## src/hdl/plate_pixel_color_edge_filter_macros.svh

```systemverilog
// Assertion macros for the plate pixel color/edge filter.
// Included by the RTL files that carry concurrent checks; no other dependencies.
`ifndef PLATE_PIXEL_COLOR_EDGE_FILTER_MACROS_SVH
`define PLATE_PIXEL_COLOR_EDGE_FILTER_MACROS_SVH

`ifndef SYNTHESIS
// Property that must hold at every clock edge outside reset.
`define PPCEF_ASSERT(label, clk, rst_n, prop) \
    label: assert property (@(posedge clk) disable iff (!rst_n) (prop)) \
        else $error("ppcef check failed");
// Condition in one cycle implies a result in the next.
`define PPCEF_ASSERT_NEXT(label, clk, rst_n, ante, cons) \
    label: assert property (@(posedge clk) disable iff (!rst_n) (ante) |=> (cons)) \
        else $error("ppcef check failed");
`else
`define PPCEF_ASSERT(label, clk, rst_n, prop)
`define PPCEF_ASSERT_NEXT(label, clk, rst_n, ante, cons)
`endif

`endif

```

## src/hdl/ppcef_pkg.sv

```systemverilog
`timescale 1ns / 1ps
// Shared types, constants and the gray helper for the plate pixel filter.
// No dependencies.
package ppcef_pkg;

    localparam logic [7:0] MARK_ON  = 8'd255;
    localparam logic [7:0] MARK_OFF = 8'd0;

    localparam logic       RST_RGB_MODE        = 1'b1;
    localparam logic [7:0] RST_BRIGHT_MIN      = 8'd140;
    localparam logic [7:0] RST_SAT_MAX         = 8'd20;
    localparam logic [7:0] RST_EDGE_MIN        = 8'd15;
    localparam logic [7:0] RST_BLUE_MIN        = 8'd90;
    localparam logic [7:0] RST_BLUE_OVER_RED   = 8'd15;
    localparam logic [7:0] RST_BLUE_OVER_GREEN = 8'd10;

    typedef enum logic [2:0] {
        REG_RGB_MODE        = 3'd0,
        REG_BRIGHT_MIN      = 3'd1,
        REG_SAT_MAX         = 3'd2,
        REG_EDGE_MIN        = 3'd3,
        REG_BLUE_MIN        = 3'd4,
        REG_BLUE_OVER_RED   = 3'd5,
        REG_BLUE_OVER_GREEN = 3'd6
    } t_reg_idx;

    typedef struct packed {
        logic [7:0] red;
        logic [7:0] green;
        logic [7:0] blue;
        logic       row_end;
    } t_pix_in;

    typedef struct packed {
        logic [7:0] mask_value;
        logic       row_last;
        logic       run_last;
    } t_res_out;

    // Thresholds used by the classifier.
    typedef struct packed {
        logic [7:0] bright_min;
        logic [7:0] sat_max;
        logic [7:0] edge_min;
        logic [7:0] blue_min;
        logic [7:0] blue_over_red;
        logic [7:0] blue_over_green;
    } t_thresh;

    function automatic logic [7:0] absdiff8(input logic [7:0] a, input logic [7:0] b);
        return (a > b) ? (a - b) : (b - a);
    endfunction

    // (r+g+b)/3 as a multiply by 683/2048; exact for sums up to 765.
    function automatic logic [7:0] gray_of(input logic [7:0] r, input logic [7:0] g,
                                           input logic [7:0] b);
        logic [9:0]  sum;
        logic [20:0] prod;
        sum  = {2'b00, r} + {2'b00, g} + {2'b00, b};
        prod = {11'd0, sum} * 21'd683;
        return prod[18:11];
    endfunction

endpackage

```

## src/hdl/ppcef_classify.sv

```systemverilog
`timescale 1ns / 1ps
// Pixel classifier: bright, low-saturation, strong-edge test or blue test.
// Depends on ppcef_pkg.
module ppcef_classify
    import ppcef_pkg::*;
(
    input  logic [7:0] i_red,
    input  logic [7:0] i_green,
    input  logic [7:0] i_blue,
    input  logic [7:0] i_edge,
    input  t_thresh    i_thr,
    output logic       o_mark
);

    logic w_bright;
    logic w_low_sat;
    logic w_strong;
    logic w_blue;

    always_comb begin
        w_bright  = (i_red > i_thr.bright_min) && (i_green > i_thr.bright_min) &&
                    (i_blue > i_thr.bright_min);
        w_low_sat = (absdiff8(i_red, i_green) < i_thr.sat_max) &&
                    (absdiff8(i_red, i_blue) < i_thr.sat_max) &&
                    (absdiff8(i_green, i_blue) < i_thr.sat_max);
        w_strong  = i_edge > i_thr.edge_min;
        // margins add in 9 bits so red + margin cannot wrap
        w_blue    = (i_blue > i_thr.blue_min) &&
                    ({1'b0, i_blue} > ({1'b0, i_red} + {1'b0, i_thr.blue_over_red})) &&
                    ({1'b0, i_blue} > ({1'b0, i_green} + {1'b0, i_thr.blue_over_green}));
        o_mark    = (w_bright && w_low_sat && w_strong) || w_blue;
    end

endmodule

```

## src/hdl/plate_pixel_color_edge_filter.sv

```systemverilog
`timescale 1ns / 1ps
// Plate pixel color/edge filter top level: APB registers, pixel stage, result FIFO.
// Depends on ppcef_pkg, ppcef_classify and the assertion macro header.
//
// Input channel: i_valid / o_stall carry one pixel (i_pix) per transaction in
// raster order; row_end marks the last pixel of a row. Output channel:
// o_valid / i_stall carry one result (o_res) per transaction.
// Each pixel is registered, classified in the next cycle and pushed into a
// FIFO_DEPTH-entry result FIFO. In RGB mode a pixel is marked once the next
// pixel of its row arrives, so a pixel with row_end produces two results and
// one without produces one, each one fewer when no pixel is held (first pixel
// of a row).
// A pixel's results pass the r_in stage register, then the FIFO, before o_valid.
// Throughput: one pixel per cycle unless o_stall; a row gives as many results as
// pixels, drained one per cycle unless i_stall; FIFO absorbs the row-end pair.
// o_stall is raised when the FIFO might not hold the results of the pixel in
// the stage register plus one more pixel; it depends on registers only.
// A stalled receiver leaves o_res and o_valid unchanged until taken.
// Reset (synchronous, active low) empties the pipeline and FIFO, drops any
// held pixel and loads the default thresholds with RGB mode on.
// Registers are on the APB port at byte address 4*index, always ready.
`include "plate_pixel_color_edge_filter_macros.svh"
module plate_pixel_color_edge_filter
    import ppcef_pkg::*;
#(
    parameter int FIFO_DEPTH = 8   // power of two, at least 4
) (
    input  logic        i_clk,
    input  logic        i_rst_n,
    input  logic        i_valid,
    output logic        o_stall,
    input  t_pix_in     i_pix,
    output logic        o_valid,
    input  logic        i_stall,
    output t_res_out    o_res,
    input  logic        psel,
    input  logic        penable,
    input  logic        pwrite,
    input  logic [4:0]  paddr,
    input  logic [31:0] pwdata,
    output logic [31:0] prdata,
    output logic        pready
);

    localparam int PW = $clog2(FIFO_DEPTH);
    localparam int CW = $clog2(FIFO_DEPTH + 1);
    localparam logic [CW:0] STALL_ABOVE = (CW + 1)'(FIFO_DEPTH - 2);
    localparam logic [CW:0] PEND_TWO    = (CW + 1)'(2);

    // configuration
    logic     r_rgb_mode;
    t_thresh  r_thr;
    t_reg_idx w_idx;
    logic     w_wr;

    assign pready = 1'b1;
    assign w_idx  = t_reg_idx'(paddr[4:2]);
    assign w_wr   = psel && penable && pwrite;

    always_ff @(posedge i_clk) begin
        if (!i_rst_n) begin
            r_rgb_mode            <= RST_RGB_MODE;
            r_thr.bright_min      <= RST_BRIGHT_MIN;
            r_thr.sat_max         <= RST_SAT_MAX;
            r_thr.edge_min        <= RST_EDGE_MIN;
            r_thr.blue_min        <= RST_BLUE_MIN;
            r_thr.blue_over_red   <= RST_BLUE_OVER_RED;
            r_thr.blue_over_green <= RST_BLUE_OVER_GREEN;
        end else if (w_wr) begin
            unique case (w_idx)
                REG_RGB_MODE:        r_rgb_mode            <= pwdata[0];
                REG_BRIGHT_MIN:      r_thr.bright_min      <= pwdata[7:0];
                REG_SAT_MAX:         r_thr.sat_max         <= pwdata[7:0];
                REG_EDGE_MIN:        r_thr.edge_min        <= pwdata[7:0];
                REG_BLUE_MIN:        r_thr.blue_min        <= pwdata[7:0];
                REG_BLUE_OVER_RED:   r_thr.blue_over_red   <= pwdata[7:0];
                REG_BLUE_OVER_GREEN: r_thr.blue_over_green <= pwdata[7:0];
                default: ;
            endcase
        end
    end

    always_comb begin
        unique case (w_idx)
            REG_RGB_MODE:        prdata = {31'd0, r_rgb_mode};
            REG_BRIGHT_MIN:      prdata = {24'd0, r_thr.bright_min};
            REG_SAT_MAX:         prdata = {24'd0, r_thr.sat_max};
            REG_EDGE_MIN:        prdata = {24'd0, r_thr.edge_min};
            REG_BLUE_MIN:        prdata = {24'd0, r_thr.blue_min};
            REG_BLUE_OVER_RED:   prdata = {24'd0, r_thr.blue_over_red};
            REG_BLUE_OVER_GREEN: prdata = {24'd0, r_thr.blue_over_green};
            default:             prdata = 32'd0;
        endcase
    end

    // input stage and held pixel
    logic          r_in_vld;
    t_pix_in       r_in;
    logic          r_held_vld;
    logic [7:0]    r_held_red;
    logic [7:0]    r_held_green;
    logic [7:0]    r_held_blue;
    logic [7:0]    r_held_gray;

    // result FIFO
    t_res_out      r_fifo [FIFO_DEPTH];
    logic [PW-1:0] r_wr;
    logic [PW-1:0] r_rd;
    logic [CW-1:0] r_cnt;

    logic          w_in_acc;
    logic          w_pop;
    logic [CW:0]   w_occ;
    logic [7:0]    w_gray_cur;
    logic [7:0]    w_edge;
    logic          w_mark_held;
    logic          w_mark_cur;
    logic          w_e0;
    logic          w_e1;
    t_res_out      w_res0;
    t_res_out      w_res1;
    t_res_out      w_slot_a;
    logic [1:0]    n_push;
    logic [PW-1:0] w_wr_nxt;

    assign w_occ    = {1'b0, r_cnt} + (r_in_vld ? PEND_TWO : '0);
    assign o_stall  = w_occ > STALL_ABOVE;
    assign w_in_acc = i_valid && !o_stall;
    assign o_valid  = r_cnt != '0;
    assign o_res    = r_fifo[r_rd];
    assign w_pop    = o_valid && !i_stall;
    assign w_wr_nxt = r_wr + PW'(1);

    assign w_gray_cur = gray_of(r_in.red, r_in.green, r_in.blue);
    // passthrough mode flushes the held pixel with no edge
    assign w_edge     = r_rgb_mode ? absdiff8(w_gray_cur, r_held_gray) : 8'd0;

    ppcef_classify u_cls_held (
        .i_red   (r_held_red),
        .i_green (r_held_green),
        .i_blue  (r_held_blue),
        .i_edge  (w_edge),
        .i_thr   (r_thr),
        .o_mark  (w_mark_held)
    );

    ppcef_classify u_cls_cur (
        .i_red   (r_in.red),
        .i_green (r_in.green),
        .i_blue  (r_in.blue),
        .i_edge  (8'd0),
        .i_thr   (r_thr),
        .o_mark  (w_mark_cur)
    );

    always_comb begin
        w_e0 = r_in_vld && r_held_vld;
        w_e1 = r_in_vld && (!r_rgb_mode || r_in.row_end);
        w_res0.mask_value = w_mark_held ? MARK_ON : MARK_OFF;
        w_res0.row_last   = 1'b0;
        w_res0.run_last   = !w_e1;
        if (r_rgb_mode) begin
            w_res1.mask_value = w_mark_cur ? MARK_ON : MARK_OFF;
            w_res1.row_last   = 1'b1;
        end else begin
            w_res1.mask_value = r_in.red;
            w_res1.row_last   = r_in.row_end;
        end
        w_res1.run_last = 1'b1;
        w_slot_a = w_e0 ? w_res0 : w_res1;
        n_push   = {1'b0, w_e0} + {1'b0, w_e1};
    end

    always_ff @(posedge i_clk) begin
        if (!i_rst_n) begin
            r_in_vld   <= 1'b0;
            r_held_vld <= 1'b0;
            r_wr       <= '0;
            r_rd       <= '0;
            r_cnt      <= '0;
        end else begin
            r_in_vld <= w_in_acc;
            if (r_in_vld) begin
                r_held_vld <= r_rgb_mode && !r_in.row_end;
            end
            r_wr  <= r_wr + PW'(n_push);
            r_rd  <= r_rd + PW'(w_pop);
            r_cnt <= r_cnt + CW'(n_push) - CW'(w_pop);
        end
    end

    always_ff @(posedge i_clk) begin
        if (w_in_acc) begin
            r_in <= i_pix;
        end
        if (r_in_vld && r_rgb_mode && !r_in.row_end) begin
            r_held_red   <= r_in.red;
            r_held_green <= r_in.green;
            r_held_blue  <= r_in.blue;
            r_held_gray  <= w_gray_cur;
        end
        if (n_push != 2'd0) begin
            r_fifo[r_wr] <= w_slot_a;
        end
        if (n_push == 2'd2) begin
            r_fifo[w_wr_nxt] <= w_res1;
        end
    end

    `PPCEF_ASSERT(a_cnt_bound, i_clk, i_rst_n, r_cnt <= CW'(FIFO_DEPTH))
    `PPCEF_ASSERT(a_room_for_stage, i_clk, i_rst_n, !r_in_vld || (r_cnt <= CW'(FIFO_DEPTH - 2)))
    `PPCEF_ASSERT_NEXT(a_pass_no_hold, i_clk, i_rst_n, r_in_vld && !r_rgb_mode, !r_held_vld)
    `PPCEF_ASSERT_NEXT(a_row_end_no_hold, i_clk, i_rst_n, r_in_vld && r_in.row_end, !r_held_vld)

endmodule
```

## config.mk

```make
export PLATFORM = sky130hd
export DESIGN_NAME = plate_pixel_color_edge_filter
export DESIGN_NICKNAME = d
export VERILOG_FILES = /design/src/hdl/ppcef_pkg.sv /design/src/hdl/ppcef_classify.sv /design/src/hdl/plate_pixel_color_edge_filter.sv
export VERILOG_INCLUDE_DIRS = /design/src /design/src/hdl
export SDC_FILE = /design/constraint.sdc
export NUM_CORES = 1
export LEC_CHECK = 0
export ABC_CLOCK_PERIOD_IN_PS = 10700
export BUFFER_PORTS_ARGS = -buffer_cell sky130_fd_sc_hd__clkbuf_2
export CORE_ASPECT_RATIO = 1.75
export CORE_MARGIN = 2
export CORE_UTILIZATION = 50
export CTS_CLUSTER_SIZE = 10
export DETAILED_ROUTE_END_ITERATION = 8
export HOLD_SLACK_MARGIN = 0.08
export PLACE_DENSITY = 0.76
export SYNTH_ARGS = -nofsm -noshare
export SYNTH_HDL_FRONTEND = slang
export SYNTH_SLANG_ARGS = --single-unit
export TNS_END_PERCENT = 20
```

## constraint.sdc

```tcl
create_clock -name i_clk -period 10.7 [get_ports i_clk]
set_input_delay 0 -clock i_clk [delete_from_list [all_inputs] [get_ports i_clk]]
set_output_delay 0 -clock i_clk [all_outputs]
set_load 0.05 [all_outputs]
```

After elaboration in Yosys (flattened, before gate mapping)
Memory sizes are Yosys's and may differ from the RTL's. A register that Yosys moved wholly into a read port is not among the register bits.
Cells that the tools add are included.
{"block": "word_totals", "ff_bits": 118, "ramBits": 80, "output_inout_bits": 45, "word_cells": 146, "n_memories": 1}
{"block": "op_classes", "n_addsub": 27, "multipliers": 1, "magnitude_cmp": 28, "n_eq_ne": 7, "n_mux": 19, "n_reduce_logical": 43}
{"memory": "r_fifo", "words": 8, "word_bits": 10, "rd": 1, "rd_ports_with_merged_regs": 1, "write_ports": 2, "line_no": "plate_pixel_color_edge_filter.sv:106", "text": "t_res_out r_fifo [FIFO_DEPTH];"}
{"operator": "$gt 8x8->1", "n": 16}
{"operator": "$sub 8x8->8", "n": 14}
{"operator": "$mux 8", "n": 10}
{"operator": "$pmux 8 s7", "n": 1}
{"operator": "$lt 8x8->1", "n": 6}
{"operator": "$add 8x8->9", "n": 5}
{"operator": "$gt 8x9->1", "n": 4}
{"operator": "$logic_and 1x1->1", "n": 25}
{"operator": "$mul 10x10->19 const B", "n": 1}
{"operator": "$reduce_and 2->1", "n": 7}
{"operator": "$add 9x8->10", "n": 1}
{"operator": "$mux 10", "n": 1}
{"operator": "$eq 3x3->1 const B", "n": 3}
{"operator": "$mux 9", "n": 1}
{"operator": "$gt 1x8->1 const A", "n": 1}
{"operator": "$eq 3x2->1 const B", "n": 2}
{"operator": "$add 4x2->5", "n": 1}
{"operator": "$gt 5x3->1 const B", "n": 1}
{"operator": "$logic_not 1->1", "n": 5}
{"operator": "$add 4x2->4", "n": 1}
{"operator": "$mux 1", "n": 4}
{"operator": "$reduce_bool 4->1", "n": 1}
{"operator": "$sub 4x1->4", "n": 1}
{"operator": "$add 3x1->3", "n": 1}
{"operator": "10 further kinds", "n": 12}

Longest topological paths before layout
Gate-level depths: netlist of the first run.
{"block": "logic_depth", "depth_word": 11, "depth_mapped": 52, "depth_no_buf": 50}

Hierarchy
From an unflattened synthesis of the first run, not the netlist that was laid out.
{"block": "unflattened", "hier_cells": 2125, "hier_area_um2": 20216.9}
{"module": "plate_pixel_color_edge_filter", "n_inst": 1, "cells_per_inst": 1049, "area_each_um2": 11608.6}
{"module": "ppcef_classify (u_cls_cur)", "n_inst": 1, "cells_per_inst": 552, "area_each_um2": 4436.8}
{"module": "ppcef_classify (u_cls_held)", "n_inst": 1, "cells_per_inst": 524, "area_each_um2": 4171.5}

Worst setup path before layout of the first run
OpenSTA, ideal clock, no wires.
{"block": "synth_path", "path_kind": "register -> register", "from": "register r_in[10] (netlist bit)", "to": "memory r_fifo[2][2] (netlist bit), data pin", "setup_ps": 290, "t_arrival_ps": 10135, "t_required_ps": 10410, "path_slack_ps": 275, "stages_incl_launch_ff": 51, "path_buffers": 1, "cell_sequence": "edfxtp_1 inv_1 fa_1 inv_1 ha_1 inv_1 fa_1 nor2b_1 o21ai_0 a21boi_0 o21ai_0 nand2_1 nor2_1 or2_2 inv_1 ha_1 ha_1 inv_1 [... 15 more ...] nand4_1 or3_1 clkbuf_1 o21ai_2 mux2i_1 nand3_1 o21ai_0 xor2_1 nor2_1 ha_1 a21o_1 a21o_1 a21oi_1 o21ai_0 nand4_1 o41ai_4 o31ai_1 a21oi_1"}
{"item": "start: declaration", "line_no": "plate_pixel_color_edge_filter.sv:98", "text": "t_pix_in r_in;"}
{"item": "start signal: assignment", "line_no": "plate_pixel_color_edge_filter.sv:194", "text": "r_in <= i_pix;"}
{"item": "end: declaration", "line_no": "plate_pixel_color_edge_filter.sv:106"}

==> flow_metrics.py, run 1 <==
metrics = {
    "outcome": {
        "run_status": "finished, final reports clean",
    },
    "sta": {
        "setup_viol": 0,
        "worst_pin_slew_ns": 1.390,
        "finalHoldViolations": 0,
        "worst_slack_ns": 0.1957,
        "rsz0062_at_grt": "yes",
        "maxSlewHeadroom_pct": 7.337,
        "setup_clock_skew_after_layout_ns": 0.01888,
        "shortest_period_the_worst_path_allows_ns": 10.50,
        "final_period_utilization_pct": 98.17,
        "max_freq_ghz": 0.09520,
        "final-max-slew-violation-count": 0,
        "fin_setup_tns_ns": 0,
    },
    "synth": {
        "yosysUniqueCellTypes": 67,
        "synth-seq-area-share_pct": 31.60,
        "synth_seq_cells": 198,
        "synth_async_sr_flop_share_pct": 0,
        "postSynthAreaPerCell_um2": 10.09,
        "syn-cell-area_um2": 16630,
        "post_synth_inst_count": 1648,
        "ys.warnings.count": 0,
        "synth_edf_count": 129,
        "synth_ff_type": "sky130_fd_sc_hd__edfxtp_1",
    },
    "global_routing": {
        "grt_first_pass_wirelength_um": 74820,
        "total_grt_usage_pct": 28.36,
        "initial_antenna_violation_count": 0,
        "globalRouteOverflowTotal": 0,
        "grt_start_max_net_pins": 62,
        "first_global_vias": 14230,
    },
    "layout": {
        "finish.net_count": 2205,
        "antenna_cells_inserted": 0,
        "mostFrequentLayoutCells": "265 x sky130_fd_sc_hd__ha_1, 181 x sky130_fd_sc_hd__inv_1, 129 x sky130_fd_sc_hd__edfxtp_1",
        "syn2layout_area_growth_pct": 17.40,
        "mostFrequentLayoutCell": "sky130_fd_sc_hd__ha_1",
        "finalNonFillerCells": 2237,
        "post_route_cells_drive_above_1_share_pct": 19.10,
    },
    "worst_setup_path": {
        "timing.reg2reg.worst_path_depth": 52,
        "path_buf_inv": 12,
        "worst_path_dominant_cell_family": "adder cells",
        "crit_path_end": "r_fifo[7][8]",
        "worst-endpoint-required_ns": 10.87,
        "worst_path_cell_with_the_longest_stage_delay": "sky130_fd_sc_hd__fa_1",
        "worstPathArrival_ns": 10.67,
        "worstSetupEndpointType": "register",
        "reg2reg_setup_slack_ns": 0.20,
        "crit_path_start_kind": "register",
        "worst_setup_path_startpoint": "r_in[10]",
        "timing.rr.end": "r_fifo[7][8]",
        "crit_fanout": 8,
        "timing.rr.start": "r_in[10]",
        "path_depth": 52,
        "critical-path-top-cell-by-count": "sky130_fd_sc_hd__ha_1",
        "slowest_delay_ns": 0.54,
        "crit_type": "reg2reg",
    },
    "route": {
        "detailedRoute.firstIterationViolations": 671,
        "route.detailed.vias_per_inst": 5.941,
        "antenna_left": 0,
        "detailroute.wirelength.met3_um": 1944,
        "vias": 13290,
        "route.detailed.drc": 0,
        "highest_metal_used": "met4",
        "per_cell_routed_wire_length_um": 21.83,
        "totalWireLength_um": 48840,
        "wl_met2_um": 26720,
        "met1Wirelength_um": 15570,
        "drtPass1Iterations": 5,
    },
    "flow_run": {
        "maxCapViolCount": 0,
    },
    "cts": {
        "insertion_delay_ns": 0.47,
        "cts.reportedPaths.clkPinSlew_ns": 0.08,
        "clock-sinks": 198,
        "ctsRootBufferMaster": "sky130_fd_sc_hd__clkbuf_16",
        "max-clock-path-buffers": 2,
        "cts_htree_levels": 4,
        "cts-buffers-inserted": 17,
        "cts_tree": "done",
    },
    "floorplanning": {
        "floorplan.io_pins": 114,
        "floorplan.initialDensity_pct": 50.51,
        "die-height_um": 245.2,
        "placement_rows": 88,
        "core_um2": 32920,
        "die-width_um": 141.9,
        "dieArea_um2": 34790,
    },
    "placement": {
        "placement.setup.worst_slack_ns": -0.9012,
        "place_congestion": 0.9696,
        "place.detailed.hpwl_um": 38540,
        "placed_cells": 2158,
        "place.port_buffers": 62,
    },
    "min_path": {
        "hp-class": "in2reg",
        "min_delay_path_depth": 4,
    },
}
registers in the layout, indices dropped and copies added, names as in the netlist:
signal / flops
r_in_vld: 1
r_rgb_mode: 1
r_rd: 3
r_held_vld: 1
r_wr: 3
r_thr: 48
r_held_red: 8
r_cnt: 4
r_held_blue: 8
r_held_gray: 8
r_fifo: 80
r_in: 25
r_held_green: 8
tightest hold or removal path: cells and delay by family:
| family | cells | cell delay [ns] |
|---|---|---|
| AND/OR/NAND/NOR | 1 | 0.04 |
| buffers and inverters | 3 | 0.36 |
stage by stage:
stage          hold WS [ns]  util [%]  instance area, um^2
2_1_floorplan       0.09887         -                16710
3_3_place_gp         0.1856     54.10                17810
3_5_place_dp         0.1815     54.10                17810
4_1_cts              0.1581     57.65                18980
5_1_grt              0.1900     59.30                19520
6_report             0.1632     59.30                19520
repair_timing:
action                     CTS  global route
cloned                       1             0
hold endpoints to repair    75             0
resized for setup           39           105
setup buffers                5             5
hold buffers                36             0
pin swaps                   17            73
setup endpoints to repair   64            64
worst min-delay path by stage:
stage	end	startpoint
5_1_grt	r_in[8]	i_valid
4_1_cts	r_in[8]	i_valid
3_3_place_gp	r_in[17]	i_pix[17]
2_1_floorplan	r_in[0]	i_pix[0]
6_report	r_in[8]	i_valid
3_5_place_dp	r_in[17]	i_pix[17]
logic make-up (layout without fill, tap and decap cells):
kind of cell	count (synthesis)	in the layout	share of synthesized area, %
simple gates	334	334	10.55
xor+xnor	70	70	3.687
other cells	2	25	0.04516
mux	90	90	7.148
compound gates	388	388	14.87
flops	198	198	31.60
buf+inv	249	410	6.260
fa+ha+maj	317	317	25.84
final cells by class:
class | count | area, um^2
tap | 405 | 506.7
clock buffer | 17 | 425.4
sequential | 198 | 5255
multi-input combinational | 1224 | 11010
timing repair buffer | 190 | 1433
fill | 2644 | 13400
clock inverter | 15 | 182.7
inverter | 188 | 708.2
cells in the mapped netlist (4+ instances only):
master | count | area share (%)
sky130_fd_sc_hd__and3_1 | 6 | 0.23
sky130_fd_sc_hd__nand3_1 | 22 | 0.66
sky130_fd_sc_hd__inv_1 | 187 | 4.2
sky130_fd_sc_hd__o22ai_1 | 5 | 0.19
sky130_fd_sc_hd__nor3b_1 | 4 | 0.18
sky130_fd_sc_hd__nand4_1 | 32 | 1.2
sky130_fd_sc_hd__nor2_1 | 53 | 1.2
sky130_fd_sc_hd__fa_1 | 44 | 5.3
sky130_fd_sc_hd__nor4_1 | 4 | 0.15
sky130_fd_sc_hd__or2_2 | 6 | 0.23
sky130_fd_sc_hd__and2_1 | 18 | 0.68
sky130_fd_sc_hd__xnor2_1 | 48 | 2.5
sky130_fd_sc_hd__ha_1 | 273 | 21
sky130_fd_sc_hd__mux4_2 | 21 | 2.8
sky130_fd_sc_hd__a21boi_0 | 18 | 0.81
sky130_fd_sc_hd__xor2_1 | 22 | 1.2
sky130_fd_sc_hd__nand2_1 | 107 | 2.4
sky130_fd_sc_hd__nand3_4 | 8 | 0.84
sky130_fd_sc_hd__mux2_2 | 20 | 1.4
sky130_fd_sc_hd__a22oi_1 | 11 | 0.50
sky130_fd_sc_hd__nor2b_1 | 38 | 1.4
sky130_fd_sc_hd__buf_4 | 25 | 1.1
sky130_fd_sc_hd__a211oi_1 | 10 | 0.45
sky130_fd_sc_hd__nor3_1 | 17 | 0.51
sky130_fd_sc_hd__o21bai_1 | 20 | 0.90
sky130_fd_sc_hd__a22o_1 | 4 | 0.21
sky130_fd_sc_hd__a221oi_1 | 8 | 0.42
sky130_fd_sc_hd__clkbuf_1 | 31 | 0.70
sky130_fd_sc_hd__a21oi_1 | 162 | 4.9
sky130_fd_sc_hd__or3_1 | 4 | 0.15
sky130_fd_sc_hd__a21o_1 | 40 | 1.8
sky130_fd_sc_hd__edfxtp_1 | 129 | 23
sky130_fd_sc_hd__o21a_1 | 11 | 0.50
sky130_fd_sc_hd__dfxtp_1 | 69 | 8.3
sky130_fd_sc_hd__mux2i_1 | 49 | 2.9
sky130_fd_sc_hd__o31ai_1 | 7 | 0.32
sky130_fd_sc_hd__o211ai_1 | 17 | 0.77
sky130_fd_sc_hd__o21ai_0 | 45 | 1.4
sky130_fd_sc_hd__o221ai_1 | 4 | 0.21
sky130_fd_sc_hd__nand2b_1 | 7 | 0.26
routing by layer:
layer | up-vias | global-route usage (%)
met5 | - | 0
met4 | 0 | 24.18
met3 | 222 | 4.506
met2 | 427 | 53.90
met1 | 6393 | 25.47
li1 | 6249 | -
Power of run 1 is left out: the tool's default activity adds up to more than one toggle a clock period on the data nets, which glitch-free logic cannot reach.
==> inputs of run 2 (changes only) <==
--- a/config.mk
+++ b/config.mk
@@ -6,7 +6,7 @@
 export SDC_FILE = /design/constraint.sdc
 export NUM_CORES = 1
 export LEC_CHECK = 0
-export ABC_CLOCK_PERIOD_IN_PS = 10700
+export ABC_CLOCK_PERIOD_IN_PS = 12200
 export BUFFER_PORTS_ARGS = -buffer_cell sky130_fd_sc_hd__clkbuf_2
 export CORE_ASPECT_RATIO = 1.75
 export CORE_MARGIN = 2
@@ -14,7 +14,7 @@
 export CTS_CLUSTER_SIZE = 10
 export DETAILED_ROUTE_END_ITERATION = 8
 export HOLD_SLACK_MARGIN = 0.08
-export PLACE_DENSITY = 0.76
+export PLACE_DENSITY = 0.73
 export SYNTH_ARGS = -nofsm -noshare
 export SYNTH_HDL_FRONTEND = slang
 export SYNTH_SLANG_ARGS = --single-unit
==> constraint.sdc (replaced) <==
create_clock -name i_clk -period 12.2 [get_ports i_clk]
set_input_delay 0 -clock i_clk [delete_from_list [all_inputs] [get_ports i_clk]]
set_output_delay 0 -clock i_clk [all_outputs]
set_load 0.05 [all_outputs]
==> run 2 against run 1 <==
- worst hold slack improved by 0.0085 ns
- setup slack improved by 0.50 ns
- critical path depth increased by 1
- maximum frequency decreased by 8.7%
- global-route usage decreased by 1.6 points
- cell count decreased by 2.7%
==> flow_metrics.py, run 2 (synthesis gave the netlist of run 1 again) <==
metrics = {
    "sta": {
        "final_period_utilization_pct": 94.26,
        "setup_clock_skew_after_layout_ns": 0.01761,
        "maxSlewHeadroom_pct": 21.91,
        "final-max-slew-violation-count": 0,
        "max_freq_ghz": 0.08696,
        "worst_pin_slew_ns": 1.170,
        "setup_viol": 0,
        "finalHoldViolations": 0,
        "shortest_period_the_worst_path_allows_ns": 11.50,
    },
    "worst_setup_path": {
        "timing.rr.start": "r_in[10]",
        "crit_path_start_kind": "register",
        "crit_path_end": "r_fifo[7][4]",
        "worstSetupEndpointType": "register",
        "worst-endpoint-required_ns": 12.38,
        "timing.reg2reg.worst_path_depth": 53,
        "worstPathArrival_ns": 11.68,
        "reg2reg_setup_slack_ns": 0.70,
        "crit_fanout": 8,
        "timing.rr.end": "r_fifo[7][4]",
        "critical-path-top-cell-by-count": "sky130_fd_sc_hd__inv_1",
        "crit_type": "reg2reg",
        "worst_setup_path_startpoint": "r_in[10]",
        "worst_path_cell_with_the_longest_stage_delay": "sky130_fd_sc_hd__fa_1",
        "slowest_delay_ns": 0.53,
    },
    "route": {
        "totalWireLength_um": 45710,
        "route.detailed.drc": 0,
        "detailedRoute.firstIterationViolations": 690,
        "per_cell_routed_wire_length_um": 21.01,
        "vias": 12950,
        "antenna_left": 0,
        "route.detailed.vias_per_inst": 5.950,
        "drtPass1Iterations": 5,
    },
    "layout": {
        "max_ffs_per_register": 80,
        "register_bank_with_the_most_flops": "r_fifo",
        "syn2layout_area_growth_pct": 11.07,
        "mostFrequentLayoutCell": "sky130_fd_sc_hd__ha_1",
        "registers_with_the_highest_flip_flop_counts": "r_fifo: 80 flops, r_thr: 48 flops, r_in: 25 flops",
        "finish.net_count": 2144,
        "filler_cell_count": 2805,
        "finalNonFillerCells": 2176,
        "antenna_cells_inserted": 0,
        "post_route_cells_drive_above_1_share_pct": 11.01,
        "final_core_util_pct": 56.10,
        "mostFrequentLayoutCells": "273 x sky130_fd_sc_hd__ha_1, 187 x sky130_fd_sc_hd__inv_1, 162 x sky130_fd_sc_hd__a21oi_1",
    },
    "floorplanning": {
        "placement_rows": 88,
        "die-height_um": 245.2,
        "floorplan.io_pins": 114,
        "dieArea_um2": 34790,
        "floorplan.initialDensity_pct": 50.51,
        "core_um2": 32920,
        "die-width_um": 141.9,
    },
    "global_routing": {
        "total_grt_usage_pct": 26.76,
        "grt_start_max_net_pins": 62,
        "globalRouteOverflowTotal": 0,
        "first_global_vias": 13630,
        "initial_antenna_violation_count": 0,
        "grt_first_pass_wirelength_um": 70860,
        "grt.met2_usage_pct": 51.37,
        "grt_use_met1_pct": 25.41,
        "grt_most_used_layer": "met2",
        "grt_use_met3_pct": 2.965,
    },
    "placement": {
        "place_congestion": 0.9571,
        "place.port_buffers": 62,
        "placed_cells": 2096,
        "place.detailed.hpwl_um": 36350,
    },
    "cts": {
        "cts-buffers-inserted": 17,
        "cts.reportedPaths.clkPinSlew_ns": 0.08,
        "cts_tree": "done",
        "ctsRootBufferMaster": "sky130_fd_sc_hd__clkbuf_16",
        "max-clock-path-buffers": 2,
        "clock-sinks": 198,
        "insertion_delay_ns": 0.47,
        "cts_htree_levels": 4,
    },
    "min_path": {
        "hp-class": "in2reg",
    },
    "outcome": {
        "run_status": "finished, final reports clean",
    },
    "flow_run": {
        "maxCapViolCount": 0,
    },
}
-- run 2: cell types whose count changed in the layout (fill, tap and decap cells not counted), sizes merged --
cell	delta
bufinv	+1
dlygate4sd3	+1
inv	-2
buf	-62
clkinv	+2
clkinvlp	-1
-- run 2: worst min path at each step --
| stage | startpoint | endpoint | slack, ns | depth (start not counted) |
|---|---|---|---|---|
| 6_report | i_valid | r_in[24] | 0.17 | 4 |
| 5_1_grt | i_valid | r_in[24] | 0.19 | 4 |
| 4_1_cts | i_valid | r_in[5] | 0.15 | 4 |
| 3_5_place_dp | i_pix[1] | r_in[1] | 0.18 | 1 |
| 3_3_place_gp | i_pix[20] | r_in[20] | 0.18 | 1 |
| 2_1_floorplan | i_pix[0] | r_in[0] | 0.1 | 0 |
-- run 2: final cells by class --
type	count	area, um^2	area share (%)
Clock buffer	17	425.4	2.303
Clock inverter	15	210.2	1.138
Inverter	188	705.7	3.821
Multi-Input combinational cell	1224	10460	56.62
Sequential cell	198	5255	28.45
Tap cell	405	506.7	2.744
Timing Repair Buffer	129	909.6	4.925
-- run 2: per-stage QoR --
step	hold slack (ns)	TNS [ns]	worst slack, ns	cell area [um^2]
final	0.1717	0	0.7004	18470
after detailed placement	0.1796	0	0.1590	17340
after CTS	0.1473	0	0.04711	18350
after floorplan	0.09887	0	1.775	16710
after global routing	0.1890	-0.003064	-0.003064	18470
after global placement	0.1779	0	0.3950	17340
-- run 2: timing repair --
action                                  CTS  global route
endpoints found under the setup margin    0            64
resized for setup                         0            12
hold endpoints to repair                 75             0
hold buffers                             37             0
buffers inserted                          0            11
-- run 2: metal layers --
metal	up-vias	wire, um
met4	0	3818
met5	-	0
li1	6107	-
met1	6272	15360
met3	162	1497
met2	407	25030
-- run 2: worst max-delay path: cells and delay by family, from the launching register on --
| kind | cells | cell delay, ns |
|---|---|---|
| fa+ha+maj | 11 | 4.06 |
| compound gates | 18 | 3.18 |
| simple gates | 8 | 1.56 |
| buf+inv | 13 | 1.45 |
| flops | 1 | 0.46 |
| xor+xnor | 2 | 0.34 |
| mux | 1 | 0.20 |
Power of run 2 is left out for the same reason.
